--- config.mk ---
export PLATFORM = sky130hd
export DESIGN_NAME = arp_resolver_with_pending_queue
export DESIGN_NICKNAME = d
export VERILOG_FILES = /design/src/sv/arp_pkg.sv /design/src/sv/arp_obuf.sv /design/src/sv/arp_resolver_with_pending_queue.sv
export SDC_FILE = /design/constraint.sdc
export NUM_CORES = 2
export LEC_CHECK = 0
export BUFFER_PORTS_ARGS = -buffer_cell sky130_fd_sc_hd__buf_2
export CAP_MARGIN = 25
export CELL_PAD_IN_SITES_DETAIL_PLACEMENT = 1
export CELL_PAD_IN_SITES_GLOBAL_PLACEMENT = 1
export CORE_MARGIN = 5
export CORE_UTILIZATION = 49
export CTS_CLUSTER_DIAMETER = 150
export DETAILED_ROUTE_END_ITERATION = 12
export PLACE_DENSITY = 0.82
export SLEW_MARGIN = 5
export SYNTH_ARGS = -nofsm -noshare
export SYNTH_HDL_FRONTEND = slang
export SYNTH_SLANG_ARGS = --single-unit
--- constraint.sdc ---
create_clock -name i_clk -period 12.6 [get_ports i_clk]
set_input_delay 1.26 -clock i_clk [delete_from_list [all_inputs] [get_ports i_clk]]
set_output_delay 1.26 -clock i_clk [all_outputs]
set_load 0.02 [all_outputs]
--- src/sv/arp_pkg.sv ---
// arp resolver package: table sizes, codes, entry and result types, helpers
// used by every module of the resolver; depends on nothing
package arp_pkg;

    localparam int MAP_ENTRIES = 16;
    localparam int REQ_ENTRIES = 16;
    localparam int WAIT_DEPTH  = 16;

    localparam int MAP_AW = (MAP_ENTRIES > 1) ? $clog2(MAP_ENTRIES) : 1;
    localparam int REQ_AW = (REQ_ENTRIES > 1) ? $clog2(REQ_ENTRIES) : 1;
    localparam int WAIT_AW = (WAIT_DEPTH > 1) ? $clog2(WAIT_DEPTH) : 1;
    localparam int WCNT_W = $clog2(WAIT_DEPTH + 1);
    localparam int IDX_W = (MAP_AW > REQ_AW) ? ((MAP_AW > WAIT_AW) ? MAP_AW : WAIT_AW)
                                             : ((REQ_AW > WAIT_AW) ? REQ_AW : WAIT_AW);

    localparam int MAC_W = 48;
    localparam int IP_W  = 32;
    localparam int TAG_W = 16;
    localparam int AGE_W = 16;
    localparam int CFG_IDX_W = 2;

    localparam logic [MAC_W-1:0] MAC_BCAST = '1;
    localparam logic [15:0] ETH_IPV4 = 16'h0800;
    localparam logic [15:0] ETH_ARP  = 16'h0806;
    localparam logic [15:0] ARP_OP_REQ = 16'd1;
    localparam logic [AGE_W-1:0] RETRY_RESET = AGE_W'(5 * 1000);
    localparam logic [AGE_W-1:0] LIFE_RESET  = AGE_W'(30 * 1000);

    localparam logic [CFG_IDX_W-1:0] CFG_OWN_MAC = 2'd0;
    localparam logic [CFG_IDX_W-1:0] CFG_OWN_IP  = 2'd1;
    localparam logic [CFG_IDX_W-1:0] CFG_RETRY   = 2'd2;
    localparam logic [CFG_IDX_W-1:0] CFG_LIFE    = 2'd3;

    localparam logic [1:0] MODE_SEND = 2'd0;
    localparam logic [1:0] MODE_RECV = 2'd1;
    localparam logic [1:0] MODE_TICK = 2'd2;

    typedef enum logic [2:0] {
        KIND_IPV4    = 3'd0,
        KIND_ARP_REQ = 3'd1,
        KIND_ARP_REP = 3'd2,
        KIND_DELIVER = 3'd3,
        KIND_DROP    = 3'd4
    } t_kind;

    typedef struct packed {
        t_kind            kind;
        logic [MAC_W-1:0] dst_mac;
        logic [TAG_W-1:0] tag;
        logic [IP_W-1:0]  tip;
        logic [MAC_W-1:0] tmac;
    } t_res;

    typedef struct packed {
        logic [IP_W-1:0]  ip;
        logic [MAC_W-1:0] mac;
        logic [AGE_W-1:0] age;
    } t_map_ent;

    typedef struct packed {
        logic [IP_W-1:0]  ip;
        logic [AGE_W-1:0] age;
    } t_req_ent;

    typedef struct packed {
        logic [IP_W-1:0]  ip;
        logic [TAG_W-1:0] tag;
    } t_wait_ent;

    typedef enum logic [14:0] {
        S_IDLE    = 15'h0001,
        S_MAP_RD  = 15'h0002,
        S_MAP_EV  = 15'h0004,
        S_MAP_WR  = 15'h0008,
        S_WAIT_RD = 15'h0010,
        S_WAIT_EV = 15'h0020,
        S_REPLY   = 15'h0040,
        S_REQ_RD  = 15'h0080,
        S_REQ_EV  = 15'h0100,
        S_REQ_WR  = 15'h0200,
        S_AREQ_RD = 15'h0400,
        S_AREQ_EV = 15'h0800,
        S_AMAP_RD = 15'h1000,
        S_AMAP_EV = 15'h2000,
        S_FLUSH   = 15'h4000
    } t_state;

    function automatic t_res mk_res(t_kind k, logic [MAC_W-1:0] dmac,
                                    logic [TAG_W-1:0] tag, logic [IP_W-1:0] tip,
                                    logic [MAC_W-1:0] tmac);
        t_res r;
        r.kind    = k;
        r.dst_mac = dmac;
        r.tag     = tag;
        r.tip     = tip;
        r.tmac    = tmac;
        return r;
    endfunction

    function automatic logic [AGE_W-1:0] age_add(logic [AGE_W-1:0] a,
                                                 logic [AGE_W-1:0] d);
        logic [AGE_W:0] s;
        s = {1'b0, a} + {1'b0, d};
        return s[AGE_W] ? '1 : s[AGE_W-1:0];
    endfunction

endpackage

--- src/sv/arp_obuf.sv ---
// arp resolver output register: holds one result item until taken
// depends on arp_pkg for the result type
module arp_obuf (
    input  logic                    i_clk,
    input  logic                    i_rst_n,
    input  logic                    i_push,
    input  logic                    i_last,
    input  arp_pkg::t_res           i_res,
    output logic                    o_ready,
    output logic                    o_valid,
    input  logic                    i_stall,
    output logic [2:0]              o_kind,
    output logic [arp_pkg::MAC_W-1:0] o_dst_mac,
    output logic [arp_pkg::TAG_W-1:0] o_out_tag,
    output logic [arp_pkg::IP_W-1:0]  o_arp_target_ip_out,
    output logic [arp_pkg::MAC_W-1:0] o_arp_target_mac_out,
    output logic                    o_last
);
    import arp_pkg::*;

    logic r_v;
    logic r_last;
    t_res r_res;

    always_ff @(posedge i_clk) begin
        if (!i_rst_n) begin
            r_v <= 1'b0;
        end else if (i_push) begin
            r_v <= 1'b1;
        end else if (!i_stall) begin
            r_v <= 1'b0;
        end
    end

    always_ff @(posedge i_clk) begin
        if (i_push) begin
            r_res  <= i_res;
            r_last <= i_last;
        end
    end

    assign o_ready              = !r_v || !i_stall;
    assign o_valid              = r_v;
    assign o_kind               = r_res.kind;
    assign o_dst_mac            = r_res.dst_mac;
    assign o_out_tag            = r_res.tag;
    assign o_arp_target_ip_out  = r_res.tip;
    assign o_arp_target_mac_out = r_res.tmac;
    assign o_last               = r_last;

endmodule

--- src/sv/arp_resolver_with_pending_queue.sv ---
// arp resolver top level: sequencer over cache, request and pending memories
// depends on arp_pkg and arp_obuf
// one item at a time; each table entry visited is read, then evaluated; send walks
// the cache, then on a miss queues the item and walks the requests (drops it if full);
// arp receive walks the cache, then the pending queue; tick ages requests, then cache
// results leave through a one-item output register, so output stall lengthens an item
// reset clears valid bits, pending count and control registers at once; no clearing pass
module arp_resolver_with_pending_queue (
    input  logic                              i_clk,
    input  logic                              i_rst_n,
    input  logic                              i_cfg_we,
    input  logic [arp_pkg::CFG_IDX_W-1:0]     i_cfg_idx,
    input  logic [arp_pkg::MAC_W-1:0]         i_cfg_data,
    input  logic                              i_valid,
    output logic                              o_stall,
    input  logic [1:0]                        i_mode,
    input  logic [arp_pkg::IP_W-1:0]          i_next_hop_ip,
    input  logic [arp_pkg::TAG_W-1:0]         i_dgram_tag,
    input  logic [arp_pkg::MAC_W-1:0]         i_frame_dst_mac,
    input  logic [15:0]                       i_ether_type,
    input  logic                              i_payload_ok,
    input  logic [15:0]                       i_arp_op,
    input  logic [arp_pkg::MAC_W-1:0]         i_arp_sender_mac,
    input  logic [arp_pkg::IP_W-1:0]          i_arp_sender_ip,
    input  logic [arp_pkg::IP_W-1:0]          i_arp_target_ip,
    input  logic [arp_pkg::AGE_W-1:0]         i_elapsed_ms,
    output logic                              o_valid,
    input  logic                              i_stall,
    output logic [2:0]                        o_kind,
    output logic [arp_pkg::MAC_W-1:0]         o_dst_mac,
    output logic [arp_pkg::TAG_W-1:0]         o_out_tag,
    output logic [arp_pkg::IP_W-1:0]          o_arp_target_ip_out,
    output logic [arp_pkg::MAC_W-1:0]         o_arp_target_mac_out,
    output logic                              o_last
);
    import arp_pkg::*;

    // configuration
    logic [MAC_W-1:0] r_own_mac;
    logic [IP_W-1:0]  r_own_ip;
    logic [AGE_W-1:0] r_retry;
    logic [AGE_W-1:0] r_life;

    always_ff @(posedge i_clk) begin
        if (!i_rst_n) begin
            r_own_mac <= '0;
            r_own_ip  <= '0;
            r_retry   <= RETRY_RESET;
            r_life    <= LIFE_RESET;
        end else if (i_cfg_we) begin
            unique case (i_cfg_idx)
                CFG_OWN_MAC: r_own_mac <= i_cfg_data;
                CFG_OWN_IP:  r_own_ip  <= i_cfg_data[IP_W-1:0];
                CFG_RETRY:   r_retry   <= i_cfg_data[AGE_W-1:0];
                CFG_LIFE:    r_life    <= i_cfg_data[AGE_W-1:0];
                default: ;
            endcase
        end
    end

    // control and item registers
    t_state r_state, n_state;
    logic [IDX_W-1:0] r_idx, n_idx;
    logic [MAP_ENTRIES-1:0] r_map_v, n_map_v;
    logic [REQ_ENTRIES-1:0] r_req_v, n_req_v;
    logic [WCNT_W-1:0] r_wcnt, n_wcnt;
    logic [WCNT_W-1:0] r_w, n_w;
    logic r_hit_v, n_hit_v;
    logic [IDX_W-1:0] r_hit, n_hit;
    logic r_old_v, n_old_v;
    logic [IDX_W-1:0] r_old, n_old;
    logic [AGE_W-1:0] r_old_age, n_old_age;
    logic r_pend_v, n_pend_v;
    t_res r_pend, n_pend;
    logic [IP_W-1:0] r_ip, n_ip;
    logic [TAG_W-1:0] r_tag, n_tag;
    logic [MAC_W-1:0] r_mac, n_mac;
    logic r_reply, n_reply;
    logic r_send, n_send;
    logic [AGE_W-1:0] r_dlt, n_dlt;

    // memories
    t_map_ent  r_map_mem [MAP_ENTRIES];
    t_req_ent  r_req_mem [REQ_ENTRIES];
    t_wait_ent r_wait_mem [WAIT_DEPTH];
    t_map_ent  r_map_rd;
    t_req_ent  r_req_rd;
    t_wait_ent r_wait_rd;

    logic map_we, map_re, req_we, req_re, wait_we, wait_re;
    logic [MAP_AW-1:0] map_wa;
    logic [REQ_AW-1:0] req_wa;
    logic [WAIT_AW-1:0] wait_wa;
    t_map_ent map_wd;
    t_req_ent req_wd;
    t_wait_ent wait_wd;

    logic [MAP_AW-1:0] midx;
    logic [REQ_AW-1:0] ridx;
    logic [WAIT_AW-1:0] widx;

    assign midx = r_idx[MAP_AW-1:0];
    assign ridx = r_idx[REQ_AW-1:0];
    assign widx = r_idx[WAIT_AW-1:0];

    always_ff @(posedge i_clk) begin
        if (map_we) begin
            r_map_mem[map_wa] <= map_wd;
        end
        if (map_re) begin
            r_map_rd <= r_map_mem[midx];
        end
    end

    always_ff @(posedge i_clk) begin
        if (req_we) begin
            r_req_mem[req_wa] <= req_wd;
        end
        if (req_re) begin
            r_req_rd <= r_req_mem[ridx];
        end
    end

    always_ff @(posedge i_clk) begin
        if (wait_we) begin
            r_wait_mem[wait_wa] <= wait_wd;
        end
        if (wait_re) begin
            r_wait_rd <= r_wait_mem[widx];
        end
    end

    // lowest free slots
    logic map_free_v, req_free_v;
    logic [MAP_AW-1:0] map_free;
    logic [REQ_AW-1:0] req_free;

    always_comb begin
        map_free_v = 1'b0;
        map_free   = '0;
        for (int i = MAP_ENTRIES - 1; i >= 0; i--) begin
            if (!r_map_v[i]) begin
                map_free_v = 1'b1;
                map_free   = MAP_AW'(i);
            end
        end
    end

    always_comb begin
        req_free_v = 1'b0;
        req_free   = '0;
        for (int i = REQ_ENTRIES - 1; i >= 0; i--) begin
            if (!r_req_v[i]) begin
                req_free_v = 1'b1;
                req_free   = REQ_AW'(i);
            end
        end
    end

    // output stage
    logic obuf_rdy, push, push_last;

    arp_obuf u_obuf (
        .i_clk                (i_clk),
        .i_rst_n              (i_rst_n),
        .i_push               (push),
        .i_last               (push_last),
        .i_res                (r_pend),
        .o_ready              (obuf_rdy),
        .o_valid              (o_valid),
        .i_stall              (i_stall),
        .o_kind               (o_kind),
        .o_dst_mac            (o_dst_mac),
        .o_out_tag            (o_out_tag),
        .o_arp_target_ip_out  (o_arp_target_ip_out),
        .o_arp_target_mac_out (o_arp_target_mac_out),
        .o_last               (o_last)
    );

    assign o_stall = (r_state != S_IDLE);

    logic can_emit;
    logic hit;
    logic adv;
    logic last_ent;
    logic [AGE_W-1:0] aged;
    logic [MAP_AW-1:0] map_slot;
    logic [REQ_AW-1:0] req_slot;

    always_comb begin
        n_state   = r_state;
        n_idx     = r_idx;
        n_map_v   = r_map_v;
        n_req_v   = r_req_v;
        n_wcnt    = r_wcnt;
        n_w       = r_w;
        n_hit_v   = r_hit_v;
        n_hit     = r_hit;
        n_old_v   = r_old_v;
        n_old     = r_old;
        n_old_age = r_old_age;
        n_pend_v  = r_pend_v;
        n_pend    = r_pend;
        n_ip      = r_ip;
        n_tag     = r_tag;
        n_mac     = r_mac;
        n_reply   = r_reply;
        n_send    = r_send;
        n_dlt     = r_dlt;
        map_we    = 1'b0;
        map_re    = 1'b0;
        req_we    = 1'b0;
        req_re    = 1'b0;
        wait_we   = 1'b0;
        wait_re   = 1'b0;
        map_wa    = midx;
        req_wa    = ridx;
        wait_wa   = r_w[WAIT_AW-1:0];
        map_wd    = r_map_rd;
        req_wd    = r_req_rd;
        wait_wd   = r_wait_rd;
        push      = 1'b0;
        push_last = 1'b0;
        can_emit  = !r_pend_v || obuf_rdy;
        hit       = 1'b0;
        adv       = 1'b0;
        last_ent  = 1'b0;
        aged      = '0;
        map_slot  = '0;
        req_slot  = '0;

        unique case (r_state)
            S_IDLE: begin
                if (i_valid) begin
                    n_ip    = (i_mode == MODE_SEND) ? i_next_hop_ip : i_arp_sender_ip;
                    n_tag   = i_dgram_tag;
                    n_mac   = i_arp_sender_mac;
                    n_reply = (i_arp_op == ARP_OP_REQ) && (i_arp_target_ip == r_own_ip);
                    n_dlt   = i_elapsed_ms;
                    n_idx   = '0;
                    n_hit_v = 1'b0;
                    n_old_v = 1'b0;
                    n_send  = (i_mode == MODE_SEND);
                    case (i_mode)
                        MODE_SEND: n_state = S_MAP_RD;
                        MODE_RECV: begin
                            if (i_frame_dst_mac == r_own_mac || i_frame_dst_mac == MAC_BCAST) begin
                                if (i_ether_type == ETH_IPV4) begin
                                    if (i_payload_ok) begin
                                        n_pend_v = 1'b1;
                                        n_pend   = mk_res(KIND_DELIVER, '0, '0, '0, '0);
                                        n_state  = S_FLUSH;
                                    end
                                end else if (i_ether_type == ETH_ARP && i_payload_ok) begin
                                    n_state = S_MAP_RD;
                                end
                            end
                        end
                        MODE_TICK: n_state = S_AREQ_RD;
                        default: ;
                    endcase
                end
            end

            S_MAP_RD: begin
                map_re  = 1'b1;
                n_state = S_MAP_EV;
            end

            S_MAP_EV: begin
                hit      = r_map_v[midx] && (r_map_rd.ip == r_ip);
                last_ent = (midx == MAP_AW'(MAP_ENTRIES - 1));
                if (r_send) begin
                    if (hit) begin
                        n_pend_v = 1'b1;
                        n_pend   = mk_res(KIND_IPV4, r_map_rd.mac, r_tag, '0, '0);
                        n_state  = S_FLUSH;
                    end else if (last_ent) begin
                        if (r_wcnt == WCNT_W'(WAIT_DEPTH)) begin
                            n_pend_v = 1'b1;
                            n_pend   = mk_res(KIND_DROP, '0, r_tag, '0, '0);
                            n_state  = S_FLUSH;
                        end else begin
                            wait_we    = 1'b1;
                            wait_wa    = r_wcnt[WAIT_AW-1:0];
                            wait_wd.ip = r_ip;
                            wait_wd.tag = r_tag;
                            n_wcnt     = r_wcnt + 1'b1;
                            n_idx      = '0;
                            n_state    = S_REQ_RD;
                        end
                    end else begin
                        n_idx   = r_idx + 1'b1;
                        n_state = S_MAP_RD;
                    end
                end else begin
                    if (hit) begin
                        n_hit_v = 1'b1;
                        n_hit   = r_idx;
                        n_state = S_MAP_WR;
                    end else begin
                        if (r_map_v[midx] && (!r_old_v || r_map_rd.age > r_old_age)) begin
                            n_old_v   = 1'b1;
                            n_old     = r_idx;
                            n_old_age = r_map_rd.age;
                        end
                        if (last_ent) begin
                            n_state = S_MAP_WR;
                        end else begin
                            n_idx   = r_idx + 1'b1;
                            n_state = S_MAP_RD;
                        end
                    end
                end
            end

            S_MAP_WR: begin
                if (r_hit_v) begin
                    map_slot = r_hit[MAP_AW-1:0];
                end else if (map_free_v) begin
                    map_slot = map_free;
                end else begin
                    map_slot = r_old[MAP_AW-1:0];
                end
                map_we     = 1'b1;
                map_wa     = map_slot;
                map_wd.ip  = r_ip;
                map_wd.mac = r_mac;
                map_wd.age = '0;
                n_map_v[map_slot] = 1'b1;
                n_idx   = '0;
                n_w     = '0;
                n_state = (r_wcnt == '0) ? S_REPLY : S_WAIT_RD;
            end

            S_WAIT_RD: begin
                wait_re = 1'b1;
                n_state = S_WAIT_EV;
            end

            S_WAIT_EV: begin
                if (r_wait_rd.ip == r_ip) begin
                    if (can_emit) begin
                        push     = r_pend_v;
                        n_pend_v = 1'b1;
                        n_pend   = mk_res(KIND_IPV4, r_mac, r_wait_rd.tag, '0, '0);
                        adv      = 1'b1;
                    end
                end else begin
                    wait_we = 1'b1;
                    wait_wa = r_w[WAIT_AW-1:0];
                    wait_wd = r_wait_rd;
                    n_w     = r_w + 1'b1;
                    adv     = 1'b1;
                end
                if (adv) begin
                    if ((WCNT_W'(r_idx) + 1'b1) == r_wcnt) begin
                        n_wcnt  = n_w;
                        n_state = S_REPLY;
                    end else begin
                        n_idx   = r_idx + 1'b1;
                        n_state = S_WAIT_RD;
                    end
                end
            end

            S_REPLY: begin
                if (r_reply) begin
                    if (can_emit) begin
                        push     = r_pend_v;
                        n_pend_v = 1'b1;
                        n_pend   = mk_res(KIND_ARP_REP, r_mac, '0, r_ip, r_mac);
                        n_state  = S_FLUSH;
                    end
                end else begin
                    n_state = S_FLUSH;
                end
            end

            S_REQ_RD: begin
                req_re  = 1'b1;
                n_state = S_REQ_EV;
            end

            S_REQ_EV: begin
                hit      = r_req_v[ridx] && (r_req_rd.ip == r_ip);
                last_ent = (ridx == REQ_AW'(REQ_ENTRIES - 1));
                if (hit) begin
                    if (r_req_rd.age <= r_retry) begin
                        n_state = S_IDLE;
                    end else begin
                        n_hit_v = 1'b1;
                        n_hit   = r_idx;
                        n_state = S_REQ_WR;
                    end
                end else begin
                    if (r_req_v[ridx] && (!r_old_v || r_req_rd.age > r_old_age)) begin
                        n_old_v   = 1'b1;
                        n_old     = r_idx;
                        n_old_age = r_req_rd.age;
                    end
                    if (last_ent) begin
                        n_state = S_REQ_WR;
                    end else begin
                        n_idx   = r_idx + 1'b1;
                        n_state = S_REQ_RD;
                    end
                end
            end

            S_REQ_WR: begin
                if (r_hit_v) begin
                    req_slot = r_hit[REQ_AW-1:0];
                end else if (req_free_v) begin
                    req_slot = req_free;
                end else begin
                    req_slot = r_old[REQ_AW-1:0];
                end
                req_we     = 1'b1;
                req_wa     = req_slot;
                req_wd.ip  = r_ip;
                req_wd.age = '0;
                n_req_v[req_slot] = 1'b1;
                n_pend_v = 1'b1;
                n_pend   = mk_res(KIND_ARP_REQ, MAC_BCAST, '0, r_ip, '0);
                n_state  = S_FLUSH;
            end

            S_AREQ_RD: begin
                req_re  = 1'b1;
                n_state = S_AREQ_EV;
            end

            S_AREQ_EV: begin
                aged = age_add(r_req_rd.age, r_dlt);
                if (r_req_v[ridx]) begin
                    req_we     = 1'b1;
                    req_wd.age = aged;
                    if (aged > r_retry) begin
                        n_req_v[ridx] = 1'b0;
                    end
                end
                if (ridx == REQ_AW'(REQ_ENTRIES - 1)) begin
                    n_idx   = '0;
                    n_state = S_AMAP_RD;
                end else begin
                    n_idx   = r_idx + 1'b1;
                    n_state = S_AREQ_RD;
                end
            end

            S_AMAP_RD: begin
                map_re  = 1'b1;
                n_state = S_AMAP_EV;
            end

            S_AMAP_EV: begin
                aged = age_add(r_map_rd.age, r_dlt);
                if (r_map_v[midx]) begin
                    map_we     = 1'b1;
                    map_wd.age = aged;
                    if (aged >= r_life) begin
                        n_map_v[midx] = 1'b0;
                    end
                end
                if (midx == MAP_AW'(MAP_ENTRIES - 1)) begin
                    n_state = S_IDLE;
                end else begin
                    n_idx   = r_idx + 1'b1;
                    n_state = S_AMAP_RD;
                end
            end

            S_FLUSH: begin
                if (r_pend_v) begin
                    if (obuf_rdy) begin
                        push      = 1'b1;
                        push_last = 1'b1;
                        n_pend_v  = 1'b0;
                        n_state   = S_IDLE;
                    end
                end else begin
                    n_state = S_IDLE;
                end
            end

            default: n_state = S_IDLE;
        endcase
    end

    always_ff @(posedge i_clk) begin
        if (!i_rst_n) begin
            r_state  <= S_IDLE;
            r_idx    <= '0;
            r_map_v  <= '0;
            r_req_v  <= '0;
            r_wcnt   <= '0;
            r_w      <= '0;
            r_hit_v  <= 1'b0;
            r_old_v  <= 1'b0;
            r_pend_v <= 1'b0;
            r_reply  <= 1'b0;
            r_send   <= 1'b0;
        end else begin
            r_state  <= n_state;
            r_idx    <= n_idx;
            r_map_v  <= n_map_v;
            r_req_v  <= n_req_v;
            r_wcnt   <= n_wcnt;
            r_w      <= n_w;
            r_hit_v  <= n_hit_v;
            r_old_v  <= n_old_v;
            r_pend_v <= n_pend_v;
            r_reply  <= n_reply;
            r_send   <= n_send;
        end
    end

    always_ff @(posedge i_clk) begin
        r_hit     <= n_hit;
        r_old     <= n_old;
        r_old_age <= n_old_age;
        r_pend    <= n_pend;
        r_ip      <= n_ip;
        r_tag     <= n_tag;
        r_mac     <= n_mac;
        r_dlt     <= n_dlt;
    end

endmodule
==> flow_summary.yaml <==
critical_path:
  critPathBufInv: 3
  path_cells: "buf_4 -> ha_1 -> and3_1 -> nand2_1 -> nor2b_1 -> nand3_4 -> buf_12 -> mux2i_1 -> nor2_4 -> buf_4"
  end_kind: "flip-flop"
  cp_slowest_cell: "buf_4"
  path_common_cell: "buf_4"
  worstSetupPathType: "reg2reg"
  arrival_ps: 6460
  required_ps: 13150
  path_max_fanout: 61
  cp-start-kind: "flip-flop"
  slowest_delay_ps: 890
  crit_family: "buffers and inverters"
clock_network:
  cts_setup_buffers: 0
  cts_tree: "yes"
  clockBufferDepth: 4
  cts_resized: 0
  clk_pin_slew_ps: 70
  htreeDepth: 5
  cts_hold_buf: 0
  cts_sinks: 3874
  cts-root-buf: "clkbuf_16"
  clk_latency_ps: 970
  cts_buffers: 384
global_routing:
  grt_pass1_wl_mm: 649
  grt_pass1_vias: 88200
  antenna_found_initial: 18
  grt-ovfl-total: 0
  grt_max_degree: 117
  grt_usage: 0.275
detailed_routing:
  wire_per_inst_um: 36.0
  viasPerCell: 6.63
  firstDrtPassIters: 6
  finalWirelength_mm: 458
  postRouteAntennaNets: 0
  drc_errors: 0
  dr.first_iter.drc_count: 11900
  via_count: 84200
power:
  p_clk_frac: 0.394
  finalPower_mw: 29.5
  intPower_mw: 22.0
  p_seq_frac: 0.506
  switching_power_mw: 7.48
  leakagePower_nw: 41.4
  swShare: 0.253
  vdd_ir_drop_max_mv: 0.167
  p_per_area_nw_per_um2: 170
  combPwrFrac: 0.100
synth:
  ys_seq_area_frac: 0.750
  synth_commonest_cells: "edfxtp_1 (3695), mux4_2 (968), nand2_1 (698), clkbuf_1 (277), a21oi_1 (205)"
  ys_ff_latch: 3874
  synth_cell_types: 84
  yosysWarningCount: 0
  async_flop_share: 0
  syn_avg_cell_area_um2: 20.0
  yosys-top-cells-area: "edfxtp_1 (73%), mux4_2 (14%), dfxtp_1 (2.3%)"
  synth_edf_count: 3695
  synth.most_common_cell: "edfxtp_1"
  synth_top_flop_cell: "edfxtp_1"
  synth_top_area_share: 0.727
  syn_inst: 7628
  synthesis.area_um2: 153000
  syn_nets: 8064
  yosysTopAreaCell: "edfxtp_1"
cells_and_area:
  final_core_util: 0.557
  syn_to_final_growth_pct: 13.6
  layout.nets: 8684
  drive_gt1_frac: 0.276
floorplanning:
  dieArea_um2: 323000
  dieHeight_um: 568
  start_util: 0.491
  coreArea_um2: 311000
  chipWidth_um: 568
  num_rows: 205
  io_pins: 464
sta:
  finalHoldViolCount: 0
  period_share: 0.469
  rsz0062_at_grt: "false"
  fin_crit_ps: 5910
  finalSetupViolCount: 0
  setup_tns_ps: 0
  drv_slew: 0
  worstMarginPinSlew_ps: 1170
  timing.fmax_mhz: 169
  max_slew_margin: 0.217
  finClkSkew_ps: 64.7
run_status:
  outcome: "complete, no violations"
placement:
  portBuffers: 463
  dp_hpwl_mm: 245
  place.gp.congestion: 0.901
worst_hold_path:
  min_path_type: "reg2reg"
job:
  drv_cap: 0
==> logic make-up after synthesis <==
kind of cell | synth area share
and+or+nand+nor | 0.0399
AOI/OAI and AO/OA | 0.0251
muxes | 0.151
xor gates and xnor gates | 0.0120
DFF | 0.750
buffers and inverters | 0.0122
adders and majority gates | 0.0101
==> flip-flops by register name (all words and copies together) (netlist names), 15 cells and up <==
register                     count
r_dlt                           16
r_ip                            32
r_life                          16
r_mac                           48
r_map_mem                     1536
r_map_rd                        96
r_map_v                         16
r_old_age                       16
r_own_ip                        32
r_own_mac                       48
r_pend                         147
r_req_mem                      768
r_req_rd                        48
r_req_v                         16
r_retry                         16
r_state                         15
r_tag                           16
r_wait_mem                     768
r_wait_rd                       48
u_obuf.o_arp_target_ip_out      32
u_obuf.o_arp_target_mac_out     48
u_obuf.o_dst_mac                48
u_obuf.o_out_tag                16
==> path summary, 6_finish.rpt <==
| path | from | end | slack [ps] | cells past startpoint |
|---|---|---|---|---|
| max | midx[1]$_SDFFE_PN0P_ | r_wait_mem[7][33]$_DFFE_PP_ | 6690 | 10 |
| min | r_pend[29]$_DFFE_PP_ | u_obuf.o_arp_target_mac_out[29]$_DFFE_PP_ | 410 | 0 |
| max reg2reg | midx[1]$_SDFFE_PN0P_ | r_wait_mem[7][33]$_DFFE_PP_ | 6690 | 10 |
| min reg2reg | r_pend[29]$_DFFE_PP_ | u_obuf.o_arp_target_mac_out[29]$_DFFE_PP_ | 410 | 0 |
==> layer usage <==
layer  share of wire  GRT usage
met5         0.00028          0
met4           0.051      0.116
met3            0.10     0.0578
met2            0.49      0.452
met1            0.36      0.360
==> area by class of cell <==
cell class / count / area, um2
Multi-Input combinational cell: 3270 / 36800
Clock inverter: 241 / 2350
Sequential cell: 3874 / 115000
Clock buffer: 462 / 10100
Inverter: 85 / 322
Tap cell: 4140 / 5180
Timing Repair Buffer: 633 / 4010
Fill cell: 27000 / 138000
Antenna cell: 4 / 10.0
==> cell usage in the layout (no fill, tap or decap), types with 35 or more instances in the layout <==
master,count
a21o_1,35
a21oi_1,188
a221o_1,48
and2_1,88
buf_2,463
buf_4,143
clkbuf_1,64
clkbuf_16,391
clkinv_1,78
clkinv_2,72
dfxtp_1,175
edfxtp_1,3695
ha_1,120
inv_1,84
mux2_2,97
mux4_2,968
nand2_1,698
nand2b_1,37
nand3_1,69
nand4_1,85
nor2_1,74
nor2_4,36
nor3_1,42
nor4_1,60
o21ai_0,72
xnor2_1,107
xor2_1,102
==> worst register-to-register path: cells and delay by family (launching register included) <==
| family | cells | cell delay, ps |
|---|---|---|
| simple gates | 5 | 1510 |
| buf+inv | 3 | 2100 |
| flops | 1 | 870 |
| fa+ha+maj | 1 | 560 |
| mux | 1 | 390 |
==> power by group through the flow <==
stage	combinational, mW	sequential, mW	clock (mW)
floorplan	1.95	15.0	0
global placement	2.81	15.1	0
detailed placement	2.91	15.2	0
CTS	2.95	14.9	11.7
global route	3.12	14.9	12.4
finish	2.96	14.9	11.6
==> metrics by stage <==
stage	instance area [um2]	hold WS (ps)	cells	worst slack, ps
5_1_grt	173000	420	12700	6520
4_1_cts	173000	411	12700	6260
2_1_floorplan	153000	400	7628	3980
3_3_place_gp	160000	404	12000	6590
6_report	173000	413	12700	6690
3_5_place_dp	161000	405	12000	6380
(Power assumes the default switching activity.)
